**src/rtl/ssi_pkg.sv**
```systemverilog
// Package for the segment / sphere intersection pipeline.
// Holds the fixed field widths, pipeline constants and payload structs.
// Depends on nothing; imported by ssi_mul, ssi_sqrt, ssi_div and the top level.
`default_nettype none
package ssi_pkg;

  // Coordinate width in bits (signed fixed point, fraction position irrelevant).
  localparam int COORD_BITS = 32;
  // Fraction bits produced for the segment parameter t.
  localparam int TFRAC      = 32;
  // Register stages of one ssi_mul instance.
  localparam int MUL_LAT    = 4;

  typedef struct packed {
    logic signed [COORD_BITS-1:0] start_x;
    logic signed [COORD_BITS-1:0] start_y;
    logic signed [COORD_BITS-1:0] start_z;
    logic signed [COORD_BITS-1:0] end_x;
    logic signed [COORD_BITS-1:0] end_y;
    logic signed [COORD_BITS-1:0] end_z;
    logic signed [COORD_BITS-1:0] centre_x;
    logic signed [COORD_BITS-1:0] centre_y;
    logic signed [COORD_BITS-1:0] centre_z;
    logic        [COORD_BITS-2:0] radius;
  } ssi_in_t;

  typedef struct packed {
    logic                         hit;
    logic signed [COORD_BITS-1:0] point_x;
    logic signed [COORD_BITS-1:0] point_y;
    logic signed [COORD_BITS-1:0] point_z;
  } ssi_out_t;

endpackage
`default_nettype wire

```
**src/rtl/ssi_mul.sv**
```systemverilog
// Pipelined signed multiplier: magnitude, four half-width partial products,
// sum, then sign, each registered in turn.
`default_nettype none
module ssi_mul #(
  parameter int AW = 33
) (
  input  wire logic                 clk_i,
  input  wire logic                 en_i,
  input  wire logic signed [AW-1:0] a_i,
  input  wire logic signed [AW-1:0] b_i,
  output logic signed [2*AW-1:0]    p_o
);
  import ssi_pkg::*;

  localparam int LW = (AW + 1) / 2;
  localparam int HW = AW - LW;
  localparam int PW = 2 * AW;

  logic [AW-1:0]      mag_a_q, mag_b_q;
  logic               neg1_q, neg2_q, neg3_q;
  logic [2*LW-1:0]    ll_q;
  logic [LW+HW-1:0]   lh_q, hl_q;
  logic [2*HW-1:0]    hh_q;
  logic [PW-1:0]      sum_q;
  logic signed [PW-1:0] p_q;

  always_ff @(posedge clk_i) begin
    if (en_i) begin
      mag_a_q <= a_i[AW-1] ? AW'(-a_i) : AW'(a_i);
      mag_b_q <= b_i[AW-1] ? AW'(-b_i) : AW'(b_i);
      neg1_q  <= a_i[AW-1] ^ b_i[AW-1];

      ll_q   <= mag_a_q[LW-1:0] * mag_b_q[LW-1:0];
      lh_q   <= mag_a_q[LW-1:0] * mag_b_q[AW-1:LW];
      hl_q   <= mag_a_q[AW-1:LW] * mag_b_q[LW-1:0];
      hh_q   <= mag_a_q[AW-1:LW] * mag_b_q[AW-1:LW];
      neg2_q <= neg1_q;

      sum_q  <= (PW'(hh_q) << (2 * LW)) + ((PW'(lh_q) + PW'(hl_q)) << LW) + PW'(ll_q);
      neg3_q <= neg2_q;

      p_q    <= neg3_q ? -$signed(sum_q) : $signed(sum_q);
    end
  end

  assign p_o = p_q;

endmodule
`default_nettype wire

```
**config.mk**
```make
export PLATFORM = sky130hd
export DESIGN_NAME = ssi_mul
export DESIGN_NICKNAME = d
export VERILOG_FILES = /design/src/rtl/ssi_pkg.sv /design/src/rtl/ssi_mul.sv
export SDC_FILE = /design/constraint.sdc
export NUM_CORES = 2
export LEC_CHECK = 0
export ABC_AREA = 1
export BUFFER_PORTS_ARGS = -buffer_cell sky130_fd_sc_hd__buf_2
export CAP_MARGIN = 25
export CORE_ASPECT_RATIO = 2
export CORE_MARGIN = 2
export CORE_UTILIZATION = 65
export CTS_CLUSTER_DIAMETER = 200
export CTS_CLUSTER_SIZE = 28
export DETAILED_ROUTE_END_ITERATION = 10
export PLACE_DENSITY = 0.82
export SLEW_MARGIN = 40
export SYNTH_ARGS = -nofsm -noshare
export SYNTH_HDL_FRONTEND = slang
export SYNTH_SLANG_ARGS = --single-unit
export TNS_END_PERCENT = 30
```
**constraint.sdc**
```tcl
create_clock -name clk_i -period 7.15 [get_ports clk_i]
set_input_delay 0.715 -clock clk_i [delete_from_list [all_inputs] [get_ports clk_i]]
set_output_delay 0.715 -clock clk_i [all_outputs]
set_load 0.1 [all_outputs]
```
==> impl_metrics.py <==
metrics = {
    "status": {
        "status": "completed",
    },
    "drt": {
        "drtIter0Drc": 4004,
        "met3_wirelength_um": 10300,
        "dr.max_layer_used": "met5",
        "wl_met2_um": 81300,
        "ant_nets": 0,
        "drc_errors": 0,
        "wl_per_cell_um": 18.3,
        "via_per_inst": 5.41,
        "wl_um": 165000,
        "met1_length_um": 58700,
        "via_count": 48800,
        "drtPass1Iterations": 6,
    },
    "worst_setup_path": {
        "critPathRequiredTime_ps": 7480,
        "path_buf_inv": 7,
        "cp-end-kind": "flop",
        "cp_num_cells": 19,
        "cp-start-kind": "flop",
        "crit_chain": "buf_4 > nand2_1 > fa_1 > inv_1 > fa_1 > inv_1 > fa_1 > inv_1 > fa_1 > fa_1 > inv_1 > fa_1 > inv_1 > ha_1 > nand2_1 > o21ai_0 > inv_1 > nand2_2 > xor2_1",
        "r2r.worst_path.cells": 19,
        "critPathMaxFanout": 17,
        "cp_slowest_stage_delay_ps": 880,
        "path_delay_family": "adder cells",
        "arrival_ps": 6610,
        "slowest_stage": "edfxtp_1",
        "critical_path_class": "flop to flop",
    },
    "cts": {
        "clk_latency_ps": 590,
        "clock-sinks": 333,
        "cts-root-buf": "clkbuf_16",
        "cts_tree": "built",
        "cts_setup_buffers": 0,
        "cts_max_level": 1,
        "ctsResizeCount": 0,
        "cts_buffer_depth": 3,
        "clk_pin_slew_ps": 130,
        "cts_made_buffers": 15,
        "postCtsHoldBufs": 0,
    },
    "finish": {
        "nNetsFinal": 9233,
        "syn_to_final_growth_pct": 4.36,
        "mostFrequentLayoutCell": "nand2_1",
        "drive_gt1_share_pct": 5.10,
        "n_antenna_cell": 0,
        "layout_common_cells": "nand2_1, inv_1, fa_1, ha_1, nor2_1",
    },
    "grt": {
        "antenna_found_initial": 5,
        "grt_pass1_vias": 50700,
        "grt_pass1_wl_um": 266000,
        "grt.overflow.total": 0,
        "grt_usage_pct": 36.9,
        "grt_max_degree": 149,
    },
    "synth": {
        "synth_cell_type_count": 45,
        "yosysWarnings": 0,
        "seq_area_frac_synth_pct": 17.0,
        "avgSynthCellArea_um2": 7.49,
        "syn_inst": 7842,
        "synth_fp_nets": 9238,
        "ys_ff_latch": 333,
        "synth_flop_cell": "edfxtp_1",
        "synthArstFlopShare_pct": 0,
        "syn_area_um2": 58800,
        "synth_edf_count": 333,
    },
    "timing": {
        "clock_skew_ps": 31.6,
        "final_max_slew_viol_count": 0,
        "fin_crit_sh_pct": 87.8,
        "rsz0062_at_grt": "no",
        "maxSlewHeadroom_pct": 35.9,
        "hold_viol": 0,
        "whs_ps": 371,
        "worstMarginPinSlew_ps": 959,
        "layout_min_cycle_time_ps": 6270,
        "fin_setup_tns_ps": 0,
        "max_freq_ghz": 0.159,
        "setup_violations": 0,
    },
    "floorplanning": {
        "core_area_um2": 90000,
        "die_h_um": 429,
        "dieArea_um2": 93000,
        "ios": 134,
        "rows": 156,
        "fp.dieW_um": 217,
        "start_util_pct": 65.3,
    },
    "placed_design": {
        "gp_congestion": 0.979,
        "place_hpwl_um": 139000,
        "port_buffers": 133,
    },
    "flow_run": {
        "drv_cap": 0,
    },
    "hold_path": {
        "hold_class": "input pin to flop",
        "hold_depth": 1,
    },
}
==> cell usage after synthesis (3+ instances only) <==
cell type	instances	area [µm²]
a21o_1	8	60.1
a21oi_1	203	1020
and2_1	3	18.8
buf_2	7	35.0
clkbuf_1	271	1020
edfxtp_1	333	10000
fa_1	836	16700
ha_1	492	6160
inv_1	1980	7430
inv_2	14	52.6
nand2_1	2396	8990
nand2_2	26	163
nand3_1	249	1250
nand3_2	18	180
nand3b_1	9	67.6
nand4_1	79	494
nor2_1	421	1580
nor2_2	41	257
nor2_4	10	113
nor3_1	51	255
nor3_2	4	40.0
nor4_1	4	25.0
o211ai_1	5	37.5
o21a_1	11	82.6
o21ai_0	135	676
o21ai_1	6	30.0
o21bai_1	8	60.1
or2_2	5	31.3
xnor2_1	42	368
xor2_1	155	1360
==> sequential cells by signal, indices dropped and copies added, names as in the netlist <==
| register | count |
|---|---|
| p_o | 66 |
| sum_q | 66 |
| neg2_q | 1 |
| ll_q | 34 |
| mag_b_q | 33 |
| hh_q | 32 |
| neg1_q | 1 |
| mag_a_q | 33 |
| lh_q | 33 |
| hl_q | 33 |
| neg3_q | 1 |
==> area by class of cell <==
cell class | instances | area (µm²)
clock buffer | 15 | 375
sequential | 333 | 10000
inverter | 1996 | 7490
tap | 1185 | 1480
multi-input combinational | 5234 | 40200
timing repair buffer | 257 | 1750
clock inverter | 2 | 13.8
fill | 7592 | 28700
==> metrics by stage <==
| stage | std cells | cell area [µm²] | utilization, % | setup slack, ps |
|---|---|---|---|---|
| final | 9022 | 61300 | 68.1 | 875 |
| after global routing | 9022 | 61300 | 68.1 | 559 |
| after CTS | 9017 | 61300 | 68.1 | 920 |
| after detailed placement | 9000 | 60900 | 67.6 | 942 |
| after global placement | 8994 | 60800 | 67.6 | 756 |
| after floorplan | 7842 | 58800 | - | 1670 |
==> path summary, 6_finish.rpt <==
check	startpoint	end	slack, ps
hold reg to reg	ll_q[1]	sum_q[1]	440
hold / removal	a_i[0]	mag_a_q[0]	370
setup reg to reg	mag_a_q[7]	ll_q[16]	880
setup / recovery	mag_a_q[7]	ll_q[16]	880
==> logic make-up after synthesis <==
logic type | Yosys count | share of synthesized area (%)
simple gates | 3323 | 23.0
compound gates | 385 | 3.47
xor+xnor | 198 | 2.96
fa+ha+maj | 1328 | 39.0
flops | 333 | 17.0
buf+inv | 2275 | 14.5
==> layer usage <==
layer	up-vias	track usage (%)
met3	547	3.51
met1	23100	42.0
li1	23100	-
met4	6	26.8
met2	2055	64.3
met5	-	0
Power is not shown: default switching activity piles up to over one toggle a cycle in this logic, so the estimate is an artifact.
